## src/rtl/pmm_alu.sv

```systemverilog
// ----------------------------------------------------------------------------
// pmm_alu
// shared add/subtract unit for word arithmetic and page offset reduction
// ----------------------------------------------------------------------------
`default_nettype none

module pmm_alu (
  input  wire logic        sub,
  input  wire logic [31:0] a,
  input  wire logic [31:0] b,
  output logic      [31:0] y
);

  assign y = sub ? (a - b) : (a + b);

endmodule

`default_nettype wire

```

## config.mk

```make
export PLATFORM = sky130hd
export DESIGN_NAME = pmm_alu
export DESIGN_NICKNAME = d
export VERILOG_FILES = /design/src/rtl/pmm_alu.sv
export SDC_FILE = /design/constraint.sdc
export NUM_CORES = 1
export LEC_CHECK = 0
export BUFFER_PORTS_ARGS = -buffer_cell sky130_fd_sc_hd__buf_4
export CAP_MARGIN = 20
export CORE_AREA = 2 2 71 73
export DETAILED_ROUTE_END_ITERATION = 12
export DIE_AREA = 0 0 73 75
export PLACE_DENSITY_LB_ADDON = 0.12
export SYNTH_ARGS = -nofsm -noshare
export SYNTH_HDL_FRONTEND = slang
export SYNTH_SLANG_ARGS = --single-unit
```

## constraint.sdc

```tcl
create_clock -name vclk -period 7.6
set_input_delay 1.52 -clock vclk [all_inputs]
set_output_delay 1.52 -clock vclk [all_outputs]
set_load 0.1 [all_outputs]
```

==> run metrics <==
status completed; Tcrit/Tclk final 0.944; Total GRT Usage 0.249; Reg area 0 um^2; via count 2858; Max Used Layer met4; CLK BUF 0; Netlist cell types 51; setup tns final 0 ns; Multi-input gate area 2290 um^2; Die ar. 5480 um^2; met2 wire length 3260 um; worst hold path class in2out; Post-CTS Setup Bufs 0; Setup violations, final 0; post-synthesis cell area 2360 um^2; CP endpoint kind output pin; Port Buffers 97; Util after Layout 0.677; maximum clock rate 139 MHz; Setup crit start kind input pin; Max-Cap Viols 0; Nets 536; ANT cells 0; Final Instance Area 3160 um^2; Seq Cell Count 0; Top Ports 97; VDD IR-drop max 0.231 mV; DRT iter0 DRCs 129; logic gate share of total power 1.000; Gate Count Post-Synth 348; worst-margin pin slew 0.768 ns; Final Hold Viols 0; Seq/Total Area, Yosys 0; Pleak 0.00142 uW; initial antenna violation count 0; final wirelength 6960 um; die width 73 um; critical setup path kind in2out; Avg Inst Size Synth 6.77 um^2; largest net degree at the start of global routing 32; clock group share of total power 0; Sw Pwr 604 uW; vias in the first global route 2667; sw frac 0.748; largest family of logic cells by synthesized area compound AO/OA/AOI/OAI gates; drt pass-1 iters 4; first-pass GRT wire length 11400 um; Die H 75 um; # resized after CTS 0; DPL Wire Length 6010 um; Pwr Density 256 nW/um^2; grt total ovfl 0; # rows 25; mux share of post-synthesis cell area 0.00902; DR vias/cell 5.83; min Tclk post-route 7.18 ns; placed cell areas 3160 um^2; Data arrival, critical path 5.66 ns; simple-gate portion of the synthesized area 0.272; unrepaired setup endpoints after global routing false; Compound-Gate Fraction of Synth Area 0.280; routed metal-1 wire length 3180 um; sequential share of power 0; Synth Net Count 446; worst rel slew slack 0.481; Internal 204 uW; Filler cells 441; Post-Synth Adder-Cell Area 0.178; # DRC 0; xor/xnor share of the synthesized area 0.219; WL/cell 14.2 um; ANT nets after route 0; CP max FO 8; core area 4660 um^2; fin. max-slew vios 0; yosys warns 0; gpl congestion 0.904; starting density of the core 0.506; layout cells sized above 1 0.268; met3 wire length 477 um; synth-to-layout area growth 33.9%; CTS Hold Buffers Added 0; CP required 6.08 ns
==> final timing paths <==
kind | slack, ns | endpoint | depth (start not counted) | startpoint
worst max-delay path | 0.42 | y[29] | 16 | b[5]
worst min-delay path | 3.51 | y[0] | 4 | b[0]
==> cell usage in the layout (no fill, tap or decap), types with 5 or more instances in the layout <==
| cell | Yosys | routed |
|---|---|---|
| a21o_1 | 7 | 7 |
| a21oi_1 | 45 | 45 |
| a31oi_1 | 7 | 7 |
| and3_1 | 5 | 5 |
| buf_4 | 0 | 99 |
| ha_1 | 32 | 32 |
| inv_1 | 15 | 15 |
| nand2_1 | 24 | 24 |
| nand3_1 | 9 | 9 |
| nand4_1 | 5 | 5 |
| nor2_1 | 38 | 38 |
| nor2b_1 | 5 | 5 |
| nor3_1 | 17 | 16 |
| o21a_1 | 5 | 5 |
| o21ai_0 | 17 | 17 |
| o21bai_1 | 6 | 6 |
| xnor2_1 | 42 | 41 |
| xor2_1 | 15 | 14 |
==> layer usage <==
| metal | vias to the layer above | track usage |
|---|---|---|
| li1 | 1440 | - |
| met1 | 1300 | 0.335 |
| met2 | 111 | 0.437 |
| met3 | 7 | 0.0281 |
| met4 | 0 | 0.0370 |
| met5 | - | 0 |
==> metrics by stage <==
step | instances | hold WS [ns] | setup slack [ns] | total power, uW
2_1_floorplan | 348 | 3.49 | 0.0514 | 640
3_3_place_gp | 490 | 3.51 | 0.599 | 800
3_5_place_dp | 490 | 3.51 | 0.471 | 805
4_1_cts | 490 | 3.52 | 0.459 | 807
5_1_grt | 490 | 3.54 | 0.106 | 847
6_report | 490 | 3.51 | 0.425 | 808
==> power groups by stage <==
stage	sequential [uW]	clock [uW]	combinational, uW
finish	0	0	808
global route	0	0	847
CTS	0	0	807
detailed placement	0	0	805
global placement	0	0	800
floorplan	0	0	640
==> Yosys cell counts, types with 3 or more instances <==
master,n,area [um^2]
a21oi_1,45,225
a21o_1,7,52.6
o21bai_1,6,45.0
o21ai_0,17,85.1
nand3_1,9,45.0
clkbuf_1,8,30.0
or3_1,4,25.0
ha_1,32,400
nand4_1,5,31.3
and3_1,5,31.3
nor3_1,17,85.1
nor2b_1,5,31.3
xnor2_1,42,368
inv_1,15,56.3
o211ai_1,3,22.5
nor4_1,4,25.0
a31oi_1,7,43.8
xor2_1,15,131
nor2_1,38,143
o21a_1,5,37.5
nand2_1,24,90.1
==> area by class of cell <==
class	instances	share of cell area
multi-input cells	322	0.725
inverters	15	0.0178
repair buffers	99	0.236
well taps	54	0.0214
==> cells by family after synthesis <==
logic type	Yosys count
multiplexers	2
buffers and inverters	26
AO/OA/AOI/OAI	105
adder cells (fa/ha/maj)	33
XOR/XNOR	58
AND/OR/NAND/NOR	124
==> worst max-delay path: stages <==
cell and delay [ns]:
buf_4 0.12, or4_4 0.57, or3_4 0.35, nor2_2 0.10, nand2_1 0.07, nor3_1 0.27, a31oi_1 0.16, xnor2_1 0.15
ha_1 0.38, a21oi_1 0.25, nor2b_1 0.08, o31a_1 0.23, a311oi_1 0.65, o211ai_1 0.26, xnor2_2 0.17, buf_4 0.30
Note: power is estimated with default switching activity, not from simulation.
