===== src/rtl/pmm_ram.sv =====
// ----------------------------------------------------------------------------
// pmm_ram
// single write port, single registered read port memory
// ----------------------------------------------------------------------------
`default_nettype none

module pmm_ram #(
  parameter int DEPTH = 16,
  parameter int WIDTH = 32
) (
  input  wire logic                     clk,
  input  wire logic                     we,
  input  wire logic [$clog2(DEPTH)-1:0] waddr,
  input  wire logic [WIDTH-1:0]         wdata,
  input  wire logic [$clog2(DEPTH)-1:0] raddr,
  output logic      [WIDTH-1:0]         rdata
);

  logic [WIDTH-1:0] mem [DEPTH];

  always_ff @(posedge clk) begin
    if (we) begin
      mem[waddr] <= wdata;
    end
  end

  always_ff @(posedge clk) begin
    rdata <= mem[raddr];
  end

endmodule

`default_nettype wire


===== config.mk =====
export PLATFORM = sky130hd
export DESIGN_NAME = pmm_ram
export DESIGN_NICKNAME = d
export VERILOG_FILES = /design/src/rtl/pmm_ram.sv
export SDC_FILE = /design/constraint.sdc
export NUM_CORES = 1
export LEC_CHECK = 0
export BUFFER_PORTS_ARGS = -buffer_cell sky130_fd_sc_hd__buf_2
export CAP_MARGIN = 30
export CORE_MARGIN = 2
export CORE_UTILIZATION = 25
export CTS_BUF_LIST = sky130_fd_sc_hd__clkbuf_4
export CTS_CLUSTER_SIZE = 10
export DETAILED_ROUTE_END_ITERATION = 10
export PLACE_DENSITY = 0.37
export SLEW_MARGIN = 20
export SYNTH_ARGS = -nofsm -noshare
export SYNTH_HDL_FRONTEND = slang
export SYNTH_SLANG_ARGS = --single-unit
export TNS_END_PERCENT = 5

===== constraint.sdc =====
create_clock -name clk -period 7.6 [get_ports clk]
set_input_delay 1.52 -clock clk [delete_from_list [all_inputs] [get_ports clk]]
set_output_delay 1.52 -clock clk [all_outputs]
set_load 0.01 [all_outputs]

==> metrics.csv, run 1 <==
metric,value,unit
cp.arrival,1.58,ns
cts_num_sinks,544,
worstSkewPairLatency,1.00,ns
power.ir.vdd_worst,0.0001118,V
via_per_inst,4.334,
first_iter_violations,719,
nNetsFinal,1091,
global_route.peak_usage_layer,met2,
cts-buffers-inserted,154,
grt.total_usage,0.1269,
detailroute.via_count,9622,
drv_slew,0,
ys.warnings.count,0,
buffer_ports.inserted,73,
layout_commonest_cell,sky130_fd_sc_hd__edfxtp_1,
design.die.area,81690,sq um
fmax,322.6,MHz
clock_tree_buf_depth,3,
max_slew_margin,0.4217,
worst-path-buf-inv,1,
die_h,285.8,microns
synthDominantCellAreaShare,0.7744,
min_path_type,flop to flop,
groute.layer.met1.usage,0.1714,
critical_path.endpoint_type,primary output,
layout.cells.most_common_list,"sky130_fd_sc_hd__edfxtp_1 (512), sky130_fd_sc_hd__clkbuf_4 (231), sky130_fd_sc_hd__mux4_2 (128)",
timing.setup.critical_path_class,flop to primary output,
cts_tree,done,
grt_pass1_wl,73220,microns
power.density_cell_area,269.3,nW/um^2
initial_antenna_violation_count,8,
detailedRoute.firstPassIterationCount,4,
met2_usage,0.1903,
final_layout_size_suffix_gt1_frac,0.4228,
ctsHtreeMaxLevel,4,
dominant_cell_type_by_area_after_synthesis,sky130_fd_sc_hd__edfxtp_1,
post-cts-setup-buffers,0,
grt_start_max_net_pins,56,
detailedPlacementHpwl,22870,microns
syn_area,19850,sq um
fin_setup_tns,0,ns
timing.final.crit_period,3.100,ns
cts_root_buffer,sky130_fd_sc_hd__clkbuf_4,
cpLargestDelayFamily,flip-flops,
worst_setup_hold_path_clk_slew,0.06,ns
floorplan.initialDensity,0.2521,
syn-instance-count,838,
floorplan.core_area,78740,sq um
worstMarginPinSlew,0.8675,ns
cts.repair.resized,0,
cp.required,6.08,ns
leakage,7.637,nW
crit_path_top_delay_cell,sky130_fd_sc_hd__dfxtp_1,
ys_seq_area_frac,0.8067,
synth.avg_cell_area,23.69,sq um
finalHoldViolations,0,
synth-seq-cells,544,
yosys.cell_types.count,18,
grt_overflow_total,0,
io_pins,74,
yosys-top-cells-area,"sky130_fd_sc_hd__edfxtp_1 (77%), sky130_fd_sc_hd__mux4_2 (15%), sky130_fd_sc_hd__dfxtp_1 (3.2%)",
worstPathCellList,buf_2,
std_cell_rows,103,
reg2reg_slack,6.18,ns
critical_path.startpoint_type,flop,
unrepaired_setup_endpoints_after_global_routing,no,
detail_route.drc_violations,0,
post_cts_hold_buffer_count,0,
drv_cap,0,
setup_viol_count_final,0,
dpl_cell_area,21650,sq um
result_of_the_run,completed,
cp_max_fo,1,
final.setup_skew,0.05808,ns
die_w,285.8,microns
syn-num-nets,880,
flow.area_growth_from_synthesis,18.98,%
post-route-period-util,0.4078,
postLayoutCellArea,23620,sq um
critical_path.max_stage_delay,0.41,ns
grt_util_met3,0.04059,
gp_congestion,0.6474,
drt-total-wl,50390,microns
utilization,0.3000,
final_antenna_net_count,0,
detail_route.wl_per_cell,22.70,microns
grt_pass1_vias,10540,
[routing by layer]
metal	up-vias	wire (microns)
li1	4108	-
met1	5150	23400
met2	261	23390
met3	97	2599
met4	6	963
met5	-	33
[per-stage QoR]
step           cells  worst slack (ns)  power [W]  hold WS [ns]
3_3_place_gp    1943             3.723   0.003753        0.6556
2_1_floorplan    838             2.900   0.003604        0.6349
6_report        2220             4.500   0.006362        0.6515
3_5_place_dp    1943             3.745   0.003755        0.6659
5_1_grt         2220             4.363   0.006676        0.6869
4_1_cts         2216             4.340   0.006499        0.6406
[synth_stat cells]
cell	instances
sky130_fd_sc_hd__nor2_1	13
sky130_fd_sc_hd__buf_2	4
sky130_fd_sc_hd__or3b_2	1
sky130_fd_sc_hd__clkbuf_1	17
sky130_fd_sc_hd__nand3_1	1
sky130_fd_sc_hd__a22oi_1	64
sky130_fd_sc_hd__dfxtp_1	32
sky130_fd_sc_hd__and2_1	1
sky130_fd_sc_hd__buf_6	2
sky130_fd_sc_hd__buf_1	9
sky130_fd_sc_hd__nand2_1	33
sky130_fd_sc_hd__buf_4	11
sky130_fd_sc_hd__nand2b_1	2
sky130_fd_sc_hd__nor3_1	4
sky130_fd_sc_hd__nand3b_1	2
sky130_fd_sc_hd__mux4_2	128
sky130_fd_sc_hd__edfxtp_1	512
sky130_fd_sc_hd__nor2b_1	2
[cell type report]
cell class	instances	area (sq um)
Antenna cell	4	10.01
Fill cell	7675	55120
Clock buffer	231	1734
Tap cell	1050	1314
Multi-Input combinational cell	251	3750
Clock inverter	42	230.2
Timing Repair Buffer	98	569.3
Sequential cell	544	16020
[cells by family (layout without fill, tap and decap cells)]
logic type             count (synthesis)  in the layout  synth area share
muxes                                128            128            0.1452
DFF                                  544            544            0.8067
and+or+nand+nor                       59             59           0.01273
buffers and inverters                 43            371           0.01122
other                                  0              4                 0
AOI/OAI and AO/OA                     64             64           0.02420
[state kept, by name (all words and copies together), names as in the netlist]
register  count
rdata        32
mem         512
[power breakdown]
part           leakage [nW]  switching [W]  internal, W
Combinational          1.56       0.000184     0.000118
Clock                  1.18        0.00123      0.00145
Sequential             4.89      0.0000222      0.00335
[worst reg2reg max path: cells and delay by family (launching register included)]
kind	cells	cell delay [ns]
compound gates	1	0.24
flops	1	0.35
simple gates	1	0.21
mux	1	0.47
[path summary, 6_finish.rpt]
path / startpoint / to / depth (start not counted)
worst min-delay path: mem[5][11] / rdata[11] / 3
worst min register to register: mem[5][11] / rdata[11] / 3
worst max-delay path: rdata[0] / rdata[0] / 1
worst max register to register: mem[11][19] / rdata[19] / 3
(Power assumes the default switching activity.)
==> run 2, diff against run 1 <==
- PLACE_DENSITY: 0.37 -> 0.38
- clock period: 7.6 -> 2.8 ns (I/O delays scaled with it)
==> run 2 against run 1 <==
Final area is 2.9% higher. Sequential power grew to 2.7 times the previous value. Largest power group unchanged. Worst hold slack worse by 0.36 ns.
==> metrics.csv, run 2 (same netlist as run 1, synthesis figures left out) <==
metric,value,unit,change
fmax,487.1,MHz,
placedCellCount,1955,,+0.62%
drv_slew,0,,unchanged
worst-path-buf-inv,1,,unchanged
initial_antenna_violation_count,4,,-4
ctsHtreeMaxLevel,4,,unchanged
cts-buffers-inserted,148,,-3.9%
critical_path.endpoint_type,primary output,,
cp_max_fo,1,,unchanged
min-delay-start,raddr[0],,
final.setup_skew,0.04946,ns,-0.008619 ns
cts_root_buffer,sky130_fd_sc_hd__clkbuf_4,,
final_layout_size_suffix_gt1_frac,0.4214,,-0.001408
io_pins,74,,unchanged
max_slew_margin,0.6795,,+0.2578
worstPathCellList,buf_2,,
timing.final.crit_period,2.053,ns,
first_iter_violations,546,,-24%
worstMarginPinSlew,0.4808,ns,-0.3867 ns
combined_area_of_the_multi_input_logic_cells,3756,sq um,+0.17%
gp_congestion,0.6655,,+2.8%
detailedPlacementHpwl,25510,microns,+12%
utilization,0.3086,,+0.008612
reg2reg_slack,1.37,ns,-4.81 ns
grt_start_max_net_pins,33,,-41%
cp.depth,1,,unchanged
buffer_ports.inserted,73,,unchanged
reg2reg_from,mem[3][15],,
register_bank_with_the_most_flops,mem,,
post-route-period-util,0.7333,,
crit_path_top_delay_cell,sky130_fd_sc_hd__dfxtp_1,,
die_h,285.8,microns,unchanged
timing.setup.critical_path_class,flop to primary output,,
drv_cap,0,,unchanged
design.die.area,81690,sq um,unchanged
detailedRoute.firstPassIterationCount,4,,unchanged
depth_of_the_worst_register_to_register_path,3,,unchanged
grt_pass1_wl,74660,microns,+2.0%
layout.cells.most_common_list,"sky130_fd_sc_hd__edfxtp_1 (512), sky130_fd_sc_hd__clkbuf_4 (241), sky130_fd_sc_hd__mux4_2 (128)",,
result_of_the_run,completed,,
clock_tree_buf_depth,3,,unchanged
grt_overflow_total,0,,unchanged
unrepaired_setup_endpoints_after_global_routing,no,,
cpLargestDelayFamily,flip-flops,,
rr_endpoint,rdata[15],,
detail_route.drc_violations,0,,unchanged
layout_setup_ws,0.7468,ns,-3.754 ns
detailroute.via_count,9682,,+0.62%
grt.total_usage,0.1289,,+0.002040
setup_viol_count_final,0,,unchanged
cp.required,2.24,ns,-3.84 ns
drt-total-wl,51150,microns,+1.5%
detail_route.wl_per_cell,22.75,microns,+0.26%
critical_path.startpoint_type,flop,,
worst_setup_hold_path_clk_slew,0.06,ns,about the same
flow.area_growth_from_synthesis,22.40,%,
cp.arrival,1.49,ns,-0.09 ns
cts_tree,done,,
floorplan.core_area,78740,sq um,unchanged
post_cts_hold_buffer_count,32,,+32
fillers,7630,,-0.59%
std_cell_rows,103,,unchanged
leakage,7.901,nW,+3.5%
post-cts-setup-buffers,0,,unchanged
final-seq-area,16020,sq um,unchanged
worstSkewPairLatency,0.91,ns,-0.09 ns
worstSetupStartpoint,rdata[18],,
final_antenna_net_count,0,,unchanged
crit_path_end,rdata[18],,
die_w,285.8,microns,unchanged
largest_register_ff_count,512,,unchanged
nNetsFinal,1129,,+3.5%
finalHoldViolations,0,,unchanged
final_cells,2248,,+1.3%
dp_worst_setup_slack,0.5303,ns,-3.215 ns
postLayoutCellArea,24300,sq um,+2.9%
floorplan.initialDensity,0.2521,,unchanged
grt_pass1_vias,10840,,+2.8%
cts_num_sinks,544,,unchanged
layout_commonest_cell,sky130_fd_sc_hd__edfxtp_1,,
power.density_cell_area,708.1,nW/um^2,+160%
critical_path.max_stage_delay,0.42,ns,about the same
biggestRegsByFlops,"mem: 512 flops, rdata: 32 flops",,
cts.repair.resized,0,,unchanged
via_per_inst,4.307,,-0.63%
min_path_type,input port to flop,,
power.ir.vdd_worst,0.0002604,V,+130%
dpl_cell_area,22070,sq um,+1.9%
-- run 2: cell type report --
type / instances / area share
clock inverters: 18 / 0.003965
multi-input cells: 251 / 0.1546
diodes: 2 / 0.0002060
repair buffers: 142 / 0.05370
clock buffers: 241 / 0.07445
flip-flops and latches: 544 / 0.6590
well taps: 1050 / 0.05406
-- run 2: tightest hold or removal path: stages --
cell,delay [ns]
sky130_fd_sc_hd__buf_8,0.21
sky130_fd_sc_hd__mux4_2,0.26
sky130_fd_sc_hd__a22oi_1,0.08
sky130_fd_sc_hd__nand2_1,0.05
-- run 2: where the power goes --
group | switching, W | total [W] | leakage [nW] | internal [W]
logic | 0.000525 | 0.000913 | 1.85 | 0.000388
clock network | 0.00319 | 0.00713 | 1.16 | 0.00394
registers | 0.0000600 | 0.00916 | 4.89 | 0.00910
-- run 2: metal layers --
metal	vias up	routed length, microns	track usage
met1	5183	23480	0.1728
met3	87	2550	0.03612
met4	4	951	0.04856
li1	4173	-	-
met2	235	24150	0.1992
met5	-	21	0
-- run 2: how the worst min path moves through the flow --
stage	slack [ns]	endpoint	cells after the start
floorplan	0.63	rdata[0]	3
global placement	0.66	rdata[30]	3
detailed placement	0.66	rdata[6]	3
CTS	0.15	rdata[18]	4
global route	0.21	rdata[18]	4
finish	0.30	rdata[18]	4
-- run 2: metrics by stage --
| stage | total power, W | hold WS (ns) | setup TNS, ns |
|---|---|---|---|
| 4_1_cts | 0.01758 | 0.1534 | 0 |
| 5_1_grt | 0.01802 | 0.2146 | 0 |
| 6_report | 0.01721 | 0.2963 | 0 |
| 3_5_place_dp | 0.01025 | 0.6644 | 0 |
| 2_1_floorplan | 0.009781 | 0.6349 | -65.40 |
| 3_3_place_gp | 0.01025 | 0.6610 | 0 |
==> run 3, diff against run 2 <==
- clock period: 2.8 -> 1.8 ns (I/O delays scaled with it)
==> run 3 against run 2 <==
The flow now finishes with violations (setup timing). Worst hold slack worse by 0.13 ns. Non-clock buffer count up 50. Core utilization up 1.2 points. Combinational power up 74%. Register-to-register slack worse by 1.3 ns. First-iteration DRC count up 44%. Final area up 3.8%. Global-route usage up 0.30 points. Clock-buffer cell count unchanged. Critical path type unchanged.
==> metrics.csv, run 3 (same netlist as run 1, synthesis figures left out) <==
metric,value,unit,change
grt_start_max_net_pins,33,,unchanged
io_pins,74,,unchanged
total_switching_power,0.006021,W,+59%
worstSetupStartpoint,rdata[19],,
final.setup_skew,0.05144,ns,+0.001984 ns
cellInternalPower,0.02112,W,+57%
leakage,8.306,nW,+5.1%
cts_root_buffer,sky130_fd_sc_hd__clkbuf_4,,
critical_path.max_stage_delay,0.37,ns,-0.05 ns
p_seq_frac,0.526,,-0.006
initial_antenna_violation_count,5,,+1
detailedRoute.firstPassIterationCount,5,,+1
comb_power_share,0.059,,+0.006
first_iter_violations,784,,+44%
via_per_inst,4.285,,-0.51%
max_slew_margin,0.6762,,-0.003267
dp_worst_setup_slack,-0.1173,ns,-0.6476 ns
detail_route.drc_violations,0,,unchanged
cp.depth,1,,unchanged
critical_path.endpoint_type,primary output,,
result_of_the_run,"complete, but fails checks",,
depth_of_the_worst_register_to_register_path,4,,+1
floorplan.core_area,78740,sq um,unchanged
register_bank_with_the_most_flops,mem,,
detailroute.via_count,9941,,+2.7%
worst-path-buf-inv,1,,unchanged
drv_slew,0,,unchanged
ctsHtreeMaxLevel,4,,unchanged
cts-buffers-inserted,152,,+2.7%
worstPathCellList,buf_6,,
timing.final.crit_period,1.811,ns,
power.density_cell_area,1076,nW/um^2,+52%
fmax,552.3,MHz,
drv_cap,0,,unchanged
final_cells,2320,,+3.2%
crit_path_top_delay_cell,sky130_fd_sc_hd__dfxtp_4,,
flow.area_growth_from_synthesis,27.03,%,
rr_endpoint,rdata[4],,
cp.arrival,1.45,ns,-0.04 ns
unrepaired_setup_endpoints_after_global_routing,yes,,
cp_max_fo,1,,unchanged
cpLargestDelayFamily,flip-flops,,
fin_setup_tns,-0.01249,ns,-0.01249 ns
reg2reg_slack,0.06,ns,-1.31 ns
grt.total_usage,0.1319,,+0.002973
cts_num_sinks,544,,unchanged
cts_tree,done,,
floorplan.initialDensity,0.2521,,unchanged
std_cell_rows,103,,unchanged
post-route-period-util,1.006,,
worstSkewPairLatency,0.97,ns,+0.06 ns
die_w,285.8,microns,unchanged
final_antenna_net_count,0,,unchanged
detailedPlacementHpwl,27690,microns,+8.6%
detail_route.wl_per_cell,22.49,microns,-1.1%
cp.required,1.44,ns,-0.80 ns
reg2reg_from,mem[0][4],,
clock_tree_buf_depth,3,,unchanged
nNetsFinal,1183,,+4.8%
power.share.clock,0.415,,about the same
placedCellCount,1996,,+2.1%
worstMarginPinSlew,0.4857,ns,+0.004901 ns
die_h,285.8,microns,unchanged
layout_setup_ws,-0.01064,ns,-0.7575 ns
layout.cells.most_common_list,"sky130_fd_sc_hd__edfxtp_1 (512), sky130_fd_sc_hd__clkbuf_4 (241), sky130_fd_sc_hd__mux4_2 (128)",,
grt_pass1_wl,75820,microns,+1.6%
largest_register_ff_count,512,,unchanged
crit_path_end,rdata[19],,
layout_commonest_cell,sky130_fd_sc_hd__edfxtp_1,,
power.ir.vdd_worst,0.0005257,V,+100%
net_sw_frac,0.2218,,+0.002317
min_path_type,input port to flop,,
drt-total-wl,52190,microns,+2.0%
biggestRegsByFlops,"mem: 512 flops, rdata: 32 flops",,
setup_viol_count_final,2,,+2
timing.setup.critical_path_class,flop to primary output,,
critical_path.startpoint_type,flop,,
finalHoldViolations,0,,unchanged
final_layout_size_suffix_gt1_frac,0.4533,,+0.03192
violations,setup timing,,
design.die.area,81690,sq um,unchanged
buffer_ports.inserted,73,,unchanged
fillers,7580,,-0.66%
worst_setup_hold_path_clk_slew,0.06,ns,about the same
gp_congestion,0.6669,,+0.21%
grt_pass1_vias,10990,,+1.4%
grt_overflow_total,0,,unchanged
-- run 3: area by class of cell --
class	instances	area (sq um)	area share
diodes	6	15.01	0.0005953
repair buffers	192	2078	0.08240
well taps	1050	1314	0.05209
multi-input cells	251	3777	0.1498
clock inverters	36	168.9	0.006697
clock buffers	241	1809	0.07174
flip-flops and latches	544	16060	0.6367
-- run 3: what timing repair did --
action                     CTS  global route
cloned                       0             0
buffers inserted             0             0
hold endpoints to repair   591             0
gates resized for setup     41             9
hold buffers                42             0
setup endpoints to repair   32            34
-- run 3: worst min-delay path by stage --
stage	startpoint	to	slack [ns]	cells past startpoint
floorplan	wdata[0]	mem[0][0]	0.46	0
CTS	we	mem[0][6]	0.04	4
detailed placement	mem[14][3]	rdata[3]	0.66	3
global route	we	mem[0][8]	0.09	4
finish	we	mem[4][14]	0.17	4
global placement	mem[14][3]	rdata[3]	0.66	3
-- run 3: per-stage QoR --
| stage | power [W] | util | hold slack [ns] | instance area (sq um) |
|---|---|---|---|---|
| final | 0.02714 | 0.3203 | 0.1665 | 25220 |
| after global routing | 0.02852 | 0.3203 | 0.08817 | 25220 |
| after CTS | 0.02772 | 0.3198 | 0.04399 | 25180 |
| after detailed placement | 0.01603 | 0.2875 | 0.6598 | 22640 |
| after global placement | 0.01602 | 0.2875 | 0.6579 | 22640 |
| after floorplan | 0.01522 | - | 0.4589 | 19930 |
-- run 3: routing by layer --
metal | up-vias | track usage | share of wire
li1 | 4309 | - | -
met1 | 5283 | 0.1823 | 0.48
met2 | 252 | 0.1987 | 0.46
met3 | 91 | 0.03812 | 0.048
met4 | 6 | 0.04476 | 0.017
met5 | - | 0 | 0.00079
-- run 3: power by group through the flow --
stage / Clock [W] / Combinational (W) / Sequential, W
2_1_floorplan: 0 / 0.000689 / 0.0145
3_3_place_gp: 0 / 0.00149 / 0.0145
3_5_place_dp: 0 / 0.00150 / 0.0145
4_1_cts: 0.0118 / 0.00163 / 0.0143
5_1_grt: 0.0125 / 0.00173 / 0.0143
6_report: 0.0113 / 0.00159 / 0.0143
